### src/hdl/lprd_pkg.sv
`default_nettype none
package lprd_pkg;

	localparam int unsigned LenBytes = 4;
	localparam logic [7:0] SEP_CHAR = 8'h3D;
	localparam logic [7:0] KEY_CHAR_O = 8'h6F;
	localparam logic [7:0] KEY_CHAR_P = 8'h70;

	localparam logic CMD_START = 1'b0;
	localparam logic CMD_DATA = 1'b1;

	localparam logic CFG_IDX_EXPECT_EN = 1'b0;
	localparam logic CFG_IDX_EXPECTED_OP = 1'b1;

	typedef enum logic [3:0] {
		PH_IDLE = 4'd0,
		PH_HDRLEN = 4'd1,
		PH_FIELDLEN = 4'd2,
		PH_KEY = 4'd3,
		PH_VALUE = 4'd4,
		PH_BODYLEN = 4'd5,
		PH_BODY = 4'd6,
		PH_DONE = 4'd7,
		PH_ERROR = 4'd8
	} phase_t;

	typedef enum logic [2:0] {
		CLS_NONE = 3'd0,
		CLS_HDRLEN = 3'd1,
		CLS_FIELDLEN = 3'd2,
		CLS_KEY = 3'd3,
		CLS_SEP = 3'd4,
		CLS_VALUE = 3'd5,
		CLS_BODYLEN = 3'd6,
		CLS_BODY = 3'd7
	} byte_class_t;

	typedef enum logic [3:0] {
		ERR_NONE = 4'd0,
		ERR_TRUNC_HDRLEN = 4'd1,
		ERR_HDR_OVER_INPUT = 4'd2,
		ERR_TRUNC_FIELDLEN = 4'd3,
		ERR_FIELD_OVER_HDR = 4'd4,
		ERR_MALFORMED = 4'd5,
		ERR_BAD_OP = 4'd6,
		ERR_WRONG_OP = 4'd7,
		ERR_TRUNC_BODYLEN = 4'd8,
		ERR_BODY_OVER_INPUT = 4'd9
	} err_t;

	localparam logic [1:0] KM_NONE = 2'd0;
	localparam logic [1:0] KM_START = 2'd1;
	localparam logic [1:0] KM_O = 2'd2;
	localparam logic [1:0] KM_OP = 2'd3;

	typedef struct packed {
		logic expect_op_enable;
		logic [7:0] expected_op;
	} cfg_t;

	typedef struct packed {
		logic cmd;
		logic [7:0] data_byte;
		logic [31:0] avail_len;
	} item_t;

	typedef struct packed {
		logic [7:0] out_byte;
		logic [2:0] byte_class;
		logic field_done;
		logic record_done;
		logic [3:0] fault_code;
		logic [7:0] op_value;
	} result_t;

endpackage
`default_nettype wire

### src/hdl/length_prefixed_record_deframer_unit.sv
// length-prefixed record deframer
// item channel (item_valid / item_stall): cmd start with avail_len opens a
//   record, cmd data carries one record byte in data_byte
// result channel (result_valid / result_stall): one result per item with the
//   echoed byte, its class, field and record done flags, sticky error code
//   and the held op value
// config channel (cfg_valid / cfg_ready): index 0 expect_op_enable, index 1
//   expected_op; always ready, write only while no item is in flight
// pipeline: input register, then parse logic into the result register
// throughput: 1 item per cycle while the result is not stalled; each byte
//   only steps counters and the phase register
// stall: a stalled result holds; the input register keeps taking items until
//   it is full, then item_stall rises
// reset: parser returns to idle (bytes echo with class none until a start),
//   config registers clear, both pipeline stages empty
`default_nettype none
module length_prefixed_record_deframer_unit
	import lprd_pkg::*;
(
	input wire logic clk,
	input wire logic arst_n,
	input wire logic item_valid,
	output logic item_stall,
	input wire logic cmd,
	input wire logic [7:0] data_byte,
	input wire logic [31:0] avail_len,
	output logic result_valid,
	input wire logic result_stall,
	output logic [7:0] out_byte,
	output logic [2:0] byte_class,
	output logic field_done,
	output logic record_done,
	output logic [3:0] fault_code,
	output logic [7:0] op_value,
	input wire logic cfg_valid,
	output logic cfg_ready,
	input wire logic cfg_index,
	input wire logic [7:0] cfg_data
);

	cfg_t cfg_q;
	logic valid_s1;
	item_t item_s1;
	logic res_valid_q;
	result_t res_q;
	result_t res_next;
	logic advance;

	assign advance = valid_s1 && (!res_valid_q || !result_stall);
	assign item_stall = valid_s1 && res_valid_q && result_stall;
	assign cfg_ready = 1'b1;

	always_ff @(posedge clk or negedge arst_n) begin
		if (!arst_n) begin
			cfg_q <= '0;
		end else if (cfg_valid) begin
			unique case (cfg_index)
				CFG_IDX_EXPECT_EN: cfg_q.expect_op_enable <= cfg_data[0];
				CFG_IDX_EXPECTED_OP: cfg_q.expected_op <= cfg_data;
				default: cfg_q <= cfg_q;
			endcase
		end
	end

	always_ff @(posedge clk or negedge arst_n) begin
		if (!arst_n) begin
			valid_s1 <= 1'b0;
		end else if (!item_stall) begin
			valid_s1 <= item_valid;
		end
	end

	always_ff @(posedge clk) begin
		if (item_valid && !item_stall) begin
			item_s1 <= '{cmd: cmd, data_byte: data_byte, avail_len: avail_len};
		end
	end

	lprd_parser u_parser (
		.clk(clk),
		.arst_n(arst_n),
		.advance(advance),
		.item(item_s1),
		.cfg(cfg_q),
		.result(res_next)
	);

	always_ff @(posedge clk or negedge arst_n) begin
		if (!arst_n) begin
			res_valid_q <= 1'b0;
		end else if (!res_valid_q || !result_stall) begin
			res_valid_q <= valid_s1;
		end
	end

	always_ff @(posedge clk) begin
		if (advance) begin
			res_q <= res_next;
		end
	end

	assign result_valid = res_valid_q;
	assign out_byte = res_q.out_byte;
	assign byte_class = res_q.byte_class;
	assign field_done = res_q.field_done;
	assign record_done = res_q.record_done;
	assign fault_code = res_q.fault_code;
	assign op_value = res_q.op_value;

endmodule
`default_nettype wire

### src/hdl/lprd_parser.sv
`default_nettype none
module lprd_parser
	import lprd_pkg::*;
(
	input wire logic clk,
	input wire logic arst_n,
	input wire logic advance,
	input wire item_t item,
	input wire cfg_t cfg,
	output result_t result
);

	phase_t phase_q, n_phase;
	logic [23:0] lshift_q, n_lshift;
	logic [1:0] lcnt_q, n_lcnt;
	logic [31:0] avail_q, n_avail;
	logic [31:0] hdr_q, n_hdr;
	logic [31:0] fld_q, n_fld;
	logic [1:0] km_q, n_km;
	logic [7:0] op_q, n_op;
	logic opok_q, n_opok;
	err_t err_q, n_err;

	logic [31:0] avail_dec, hdr_dec, fld_dec, len_full;
	logic is_sep;

	assign avail_dec = avail_q - 32'd1;
	assign hdr_dec = hdr_q - 32'd1;
	assign fld_dec = fld_q - 32'd1;
	assign len_full = {item.data_byte, lshift_q};
	assign is_sep = (item.data_byte == SEP_CHAR);

	// next parse state for each item: start, length bytes, header fields and body
	always_comb begin
		logic stop;
		logic [31:0] h_left;
		logic [31:0] a_left;
		stop = 1'b0;
		h_left = hdr_q;
		a_left = avail_q;
		n_phase = phase_q;
		n_lshift = lshift_q;
		n_lcnt = lcnt_q;
		n_avail = avail_q;
		n_hdr = hdr_q;
		n_fld = fld_q;
		n_km = km_q;
		n_op = op_q;
		n_opok = opok_q;
		n_err = err_q;
		if (item.cmd == CMD_START) begin
			n_lshift = '0;
			n_lcnt = '0;
			n_avail = item.avail_len;
			n_hdr = '0;
			n_fld = '0;
			n_km = KM_NONE;
			n_op = '0;
			n_opok = 1'b0;
			n_err = ERR_NONE;
			n_phase = PH_HDRLEN;
			if (item.avail_len < 32'(LenBytes)) begin
				n_err = ERR_TRUNC_HDRLEN;
				n_phase = PH_ERROR;
			end
		end else begin
			unique case (phase_q) inside
				PH_HDRLEN, PH_FIELDLEN, PH_BODYLEN: begin
					n_avail = avail_dec;
					a_left = avail_dec;
					n_lcnt = lcnt_q + 2'd1;
					if (lcnt_q == 2'd0) n_lshift[7:0] = item.data_byte;
					if (lcnt_q == 2'd1) n_lshift[15:8] = item.data_byte;
					if (lcnt_q == 2'd2) n_lshift[23:16] = item.data_byte;
					if (phase_q == PH_FIELDLEN) begin
						n_hdr = hdr_dec;
					end
					if (lcnt_q == 2'd3) begin
						if (phase_q == PH_HDRLEN) begin
							n_hdr = len_full;
							h_left = len_full;
							if (len_full > avail_dec) begin
								n_err = ERR_HDR_OVER_INPUT;
								n_phase = PH_ERROR;
								stop = 1'b1;
							end else begin
								stop = 1'b0;
							end
						end else if (phase_q == PH_FIELDLEN) begin
							n_fld = len_full;
							stop = 1'b1;
							if (len_full > hdr_dec) begin
								n_err = ERR_FIELD_OVER_HDR;
								n_phase = PH_ERROR;
							end else if (len_full == 32'd0) begin
								n_err = ERR_MALFORMED;
								n_phase = PH_ERROR;
							end else begin
								n_km = KM_START;
								n_phase = PH_KEY;
							end
						end else begin
							n_fld = len_full;
							stop = 1'b1;
							if (len_full > avail_dec) begin
								n_err = ERR_BODY_OVER_INPUT;
								n_phase = PH_ERROR;
							end else if (len_full == 32'd0) begin
								n_phase = PH_DONE;
							end else begin
								n_phase = PH_BODY;
							end
						end
					end else begin
						stop = 1'b1;
					end
				end
				PH_KEY, PH_VALUE: begin
					n_avail = avail_dec;
					a_left = avail_dec;
					n_hdr = hdr_dec;
					h_left = hdr_dec;
					n_fld = fld_dec;
					if (phase_q == PH_KEY) begin
						if (is_sep) begin
							if (km_q == KM_START) begin
								n_err = ERR_MALFORMED;
								n_phase = PH_ERROR;
								stop = 1'b1;
							end else begin
								if (km_q == KM_OP) begin
									n_opok = 1'b0;
									n_km = KM_START;
								end else begin
									n_km = KM_NONE;
								end
								n_phase = PH_VALUE;
							end
						end else begin
							if (km_q == KM_START && item.data_byte == KEY_CHAR_O) n_km = KM_O;
							else if (km_q == KM_O && item.data_byte == KEY_CHAR_P)
								n_km = KM_OP;
							else n_km = KM_NONE;
							if (fld_dec == 32'd0) begin
								n_err = ERR_MALFORMED;
								n_phase = PH_ERROR;
								stop = 1'b1;
							end
						end
					end else begin
						if (km_q == KM_START) begin
							n_op = item.data_byte;
							n_km = KM_O;
						end else if (km_q == KM_O) begin
							n_km = KM_OP;
						end
					end
					if (!stop && fld_dec == 32'd0) begin
						if (n_km != KM_NONE) n_opok = (n_km == KM_O);
						n_km = KM_NONE;
					end else begin
						stop = 1'b1;
					end
				end
				PH_BODY: begin
					n_avail = avail_dec;
					n_fld = fld_dec;
					if (fld_dec == 32'd0) n_phase = PH_DONE;
					stop = 1'b1;
				end
				default: begin
					stop = 1'b1;
				end
			endcase
			if (!stop) begin
				n_lshift = '0;
				n_lcnt = '0;
				if (h_left == 32'd0) begin
					if (cfg.expect_op_enable && !n_opok) begin
						n_err = ERR_BAD_OP;
						n_phase = PH_ERROR;
					end else if (cfg.expect_op_enable && n_op != cfg.expected_op) begin
						n_err = ERR_WRONG_OP;
						n_phase = PH_ERROR;
					end else if (a_left < 32'(LenBytes)) begin
						n_err = ERR_TRUNC_BODYLEN;
						n_phase = PH_ERROR;
					end else begin
						n_phase = PH_BODYLEN;
					end
				end else if (h_left < 32'(LenBytes)) begin
					n_err = ERR_TRUNC_FIELDLEN;
					n_phase = PH_ERROR;
				end else begin
					n_phase = PH_FIELDLEN;
				end
			end
		end
	end

	always_comb begin
		byte_class_t cls;
		logic fdone;
		cls = CLS_NONE;
		fdone = 1'b0;
		if (item.cmd == CMD_DATA) begin
			unique case (phase_q)
				PH_HDRLEN: cls = CLS_HDRLEN;
				PH_FIELDLEN: cls = CLS_FIELDLEN;
				PH_KEY: begin
					cls = is_sep ? CLS_SEP : CLS_KEY;
					fdone = is_sep && km_q != KM_START && fld_dec == 32'd0;
				end
				PH_VALUE: begin
					cls = CLS_VALUE;
					fdone = (fld_dec == 32'd0);
				end
				PH_BODYLEN: cls = CLS_BODYLEN;
				PH_BODY: cls = CLS_BODY;
				default: cls = CLS_NONE;
			endcase
		end
		result.out_byte = (item.cmd == CMD_DATA) ? item.data_byte : 8'd0;
		result.byte_class = cls;
		result.field_done = fdone;
		result.record_done = (item.cmd == CMD_DATA) && phase_q != PH_DONE
			&& n_phase == PH_DONE;
		result.fault_code = n_err;
		result.op_value = n_opok ? n_op : 8'd0;
	end

	always_ff @(posedge clk or negedge arst_n) begin
		if (!arst_n) begin
			phase_q <= PH_IDLE;
			lshift_q <= '0;
			lcnt_q <= '0;
			avail_q <= '0;
			hdr_q <= '0;
			fld_q <= '0;
			km_q <= KM_NONE;
			op_q <= '0;
			opok_q <= 1'b0;
			err_q <= ERR_NONE;
		end else if (advance) begin
			phase_q <= n_phase;
			lshift_q <= n_lshift;
			lcnt_q <= n_lcnt;
			avail_q <= n_avail;
			hdr_q <= n_hdr;
			fld_q <= n_fld;
			km_q <= n_km;
			op_q <= n_op;
			opok_q <= n_opok;
			err_q <= n_err;
		end
	end

endmodule
`default_nettype wire
### config.mk
export PLATFORM = sky130hd
export DESIGN_NAME = length_prefixed_record_deframer_unit
export DESIGN_NICKNAME = d
export VERILOG_FILES = /design/src/hdl/lprd_pkg.sv /design/src/hdl/length_prefixed_record_deframer_unit.sv /design/src/hdl/lprd_parser.sv
export SDC_FILE = /design/constraint.sdc
export NUM_CORES = 1
export LEC_CHECK = 0
export ABC_AREA = 0
export BUFFER_PORTS_ARGS = -buffer_cell sky130_fd_sc_hd__buf_2
export CORE_ASPECT_RATIO = 0.8
export CORE_MARGIN = 5
export CORE_UTILIZATION = 48
export CTS_BUF_LIST = sky130_fd_sc_hd__clkbuf_16
export DETAILED_ROUTE_END_ITERATION = 7
export GPL_TIMING_DRIVEN = 0
export PLACE_DENSITY = 0.65
export SKIP_LAST_GASP = 1
export SLEW_MARGIN = 15
export SYNTH_ARGS = -nofsm -noshare
export SYNTH_HDL_FRONTEND = slang
export SYNTH_HIERARCHICAL = 1
export SYNTH_SLANG_ARGS = --single-unit
### constraint.sdc
create_clock -name clk -period 7.4 [get_ports clk]
set_input_delay 0.74 -clock clk [delete_from_list [all_inputs] [get_ports clk]]
set_output_delay 0.74 -clock clk [all_outputs]
set_load 0.02 [all_outputs]
==> run_results.csv <==
group,metric,value,unit
die,die_w,208,um
global_routing,grt_usage,0.307,
worst_setup_path,reg2reg_depth,16,
die,die_h,169,um
logic_synthesis,synth-seq-cells,218,
detailed_routing,vias_per_cell,6.64,
layout,num_antenna_cells,0,
worst_setup_path,reg2reg_from,"u_parser/avail_q[2]",
timing,drv_slew,0,
worst_setup_path,setup.worst_path.end,"u_parser/lshift_q[3]",
clock_network,ctsHoldBuffers,0,
power_and_ir_drop,irDropWorstVdd,0.164,mV
global_routing,grt_overflow,0,
global_routing,antenna_found_initial,0,
clock_network,cts-htree-levels,1,
die,start_util,0.483,
placement,pre_cts_slack,0.672,ns
timing,worst_pin_slew,1.20,ns
power_and_ir_drop,powerDensity,261,nW/um^2
global_routing,grt_pass1_wl,85.7,mm
logic_synthesis,yosys_warnings,6,
detailed_routing,drt-total-wl,55.4,mm
worst_setup_path,r2r_end,"u_parser/lshift_q[3]",
clock_network,tritoncts,"done",
timing,slew_headroom,0.192,
placement,gp_congestion,0.987,
layout,fillers,2954,
logic_synthesis,synth.distinct_cells,91,
timing,fin_setup_tns,0,ns
global_routing,grtUsageMet3,0.0671,
global_routing,grt_max_degree,91,
worst_setup_path,end_kind,"flop",
timing,fin_crit_sh,0.960,
clock_network,cts.path.max_buffers,3,
detailed_routing,drc,0,
logic_synthesis,syn_area,15100,um^2
detailed_routing,drtPass1Iterations,6,
power_and_ir_drop,power_leakage,7.13,nW
worst_setup_path,critPathLaunch,"u_parser/avail_q[2]",
logic_synthesis,synth-edff-count,66,
clock_network,clk_pin_slew_worst_paths,0.06,ns
clock_network,cts_resized,0,
logic_synthesis,yosys.area.top_type_share,0.252,
timing,fin_worst_skew,0.0311,ns
timing,layout_min_cycle_time,7.10,ns
timing,hold_viol_final,0,
timing,rsz0062_at_grt,"false",
die,ios,83,
logic_synthesis,synth_area_leaders,"dfrtp_1, edfxtp_1, ha_1, o21ai_0, a21oi_1",
detailed_routing,initialDrtViolationCount,1936,
worst_setup_path,cp_max_fo,10,
logic_synthesis,synth_most_common_cell,"o21ai_0",
placement,dpl.hpwl,40.9,mm
worst_setup_path,start_kind,"flop",
global_routing,met2_usage,0.435,
clock_network,cts_root_buffer,"clkbuf_16",
layout,syn_to_final_growth,12.4,%
timing,fmax,0.141,GHz
worst_setup_path,critPathKind,"reg2reg",
die,core.rowCount,58,
die,core_area,31300,um^2
global_routing,grtUsageMet1,0.471,
placement,io_buffers,81,
worst_setup_path,r2r_slack,0.30,ns
job,maxCapViolCount,0,
layout,num-nets-final,1986,
logic_synthesis,synth_nets,1874,
logic_synthesis,ys_seq_area_frac,0.383,
hold_path,hold_class,"in2async",
logic_synthesis,syn_avg_cell_area,8.64,um^2
logic_synthesis,yosysTopAreaCell,"dfrtp_1",
global_routing,top_usage_layer,"met1",
die,die_area,35100,um^2
worst_setup_path,critPathRequiredTime,7.89,ns
detailed_routing,vias,15300,
clock_network,cts_sinks,218,
layout,layout-drive-gt1-share,0.0953,
clock_network,postCtsSetupBuffers,0,
logic_synthesis,syn_inst,1748,
global_routing,first_global_vias,14300,
timing,finalSetupViolations,0,
outcome,status,"finished, final reports clean",
detailed_routing,wl_per_cell,24.1,um
power_and_ir_drop,power.total,4.43,mW
clock_network,insertion_delay,0.56,ns
clock_network,cts_made_buffers,25,
worst_setup_path,cp.arrival,7.60,ns
logic_synthesis,synth_commonest_cells,"o21ai_0, dfrtp_1, nor2_1",
logic_synthesis,async_flop_share,0.697,
detailed_routing,ant_nets,0,
logic_synthesis,synthFlopType,"dfrtp_1",
timing,fin_ws,0.295,ns
[worst min path at each step]
stage,from,to,cells past startpoint
CTS,arst_n,u_parser/fld_q[3],1
floorplan,arst_n,cfg_q[0],0
finish,arst_n,u_parser/fld_q[3],1
global placement,valid_s1,result_valid,1
detailed placement,valid_s1,result_valid,1
global route,arst_n,u_parser/fld_q[4],1
[cells by family after synthesis]
| logic type | count (synthesis) | synth area share |
|---|---|---|
| flops | 218 | 0.383 |
| fa+ha+maj | 71 | 0.0588 |
| simple gates | 682 | 0.238 |
| mux | 22 | 0.0156 |
| compound gates | 539 | 0.231 |
| buf+inv | 158 | 0.0404 |
| xor+xnor | 57 | 0.0340 |
| other cells | 1 | 0.000248 |
[per-layer routing]
layer,vias to the layer above,share of wire
met3,133,0.12
met5,-,0
met2,979,0.40
met4,0,0.034
met1,7296,0.44
li1,6854,-
[per-stage QoR]
stage / cells / utilization / hold WS (ns) / instance area [um^2]
floorplan: 1748 / - / 0.442 / 15100
global placement: 2249 / 0.513 / 0.449 / 16000
detailed placement: 2253 / 0.517 / 0.485 / 16200
CTS: 2299 / 0.543 / 0.126 / 17000
global route: 2299 / 0.543 / 0.152 / 17000
finish: 2299 / 0.543 / 0.109 / 17000
[area by class of cell]
type	instances	area [um^2]	share of cell area
repair buffers	85	498	0.0293
clock buffers	25	626	0.0368
well taps	420	526	0.0310
clock inverters	21	194	0.0114
plain buffers	123	479	0.0282
inverters	35	131	0.00774
flip-flops and latches	218	5790	0.341
multi-input cells	1372	8740	0.515
[layout by cell type (no fill, tap or decap), types with 9 or more instances in the layout]
cell and count:
dfrtp_1 152, nor2b_1 14, o211ai_1 9, clkbuf_16 25, o22ai_1 31, nand4_1 35, a21o_1 12, a22o_1 48
or4_1 13, o31ai_1 13, nor2_1 152, clkbuf_1 110, or2_2 12, ha_1 71, nand3_1 49, edfxtp_1 66
inv_1 41, a21oi_1 116, a31oi_1 15, a22oi_1 16, nor4_1 54, and3_1 22, buf_2 85, o21ai_0 167
nand2b_1 13, a211oi_1 24, mux2_2 12, xor2_1 21, nor3_1 66, nand2_1 139, mux2i_1 10, or3_1 34
xnor2_1 35, and2_1 23
[flip-flops by register name (all words and copies together), names as in the netlist]
| signal | cells |
|---|---|
| byte_class | 3 |
| cfg_q | 9 |
| fault_code | 4 |
| field_done | 1 |
| item_s1 | 41 |
| op_value | 8 |
| out_byte | 8 |
| record_done | 1 |
| result_valid | 1 |
| u_parser/avail_q | 32 |
| u_parser/err_q | 4 |
| u_parser/fld_q | 32 |
| u_parser/hdr_q | 32 |
| u_parser/km_q | 2 |
| u_parser/lcnt_q | 2 |
| u_parser/lshift_q | 24 |
| u_parser/op_q | 8 |
| u_parser/opok_q | 1 |
| u_parser/phase_q | 4 |
| valid_s1 | 1 |
[critical path: stages (launching register included)]
cell	delay (ns)
dfrtp_1	0.35
clkbuf_1	0.19
nor3_1	0.73
nand2_1	0.36
buf_1	0.36
or3_1	0.44
nor3_1	0.34
xnor2_1	0.19
ha_1	0.33
nand4_1	0.13
nor4_1	0.82
o2111ai_1	0.44
a211oi_1	0.64
o31ai_1	0.40
or2_2	0.45
nor2_1	0.60
a22o_1	0.25
[power breakdown]
group / internal (mW) / switching (mW)
registers: 1.39 / 0.186
clock network: 0.724 / 0.533
logic: 0.553 / 1.04
Power figures use the tool's default switching activity.
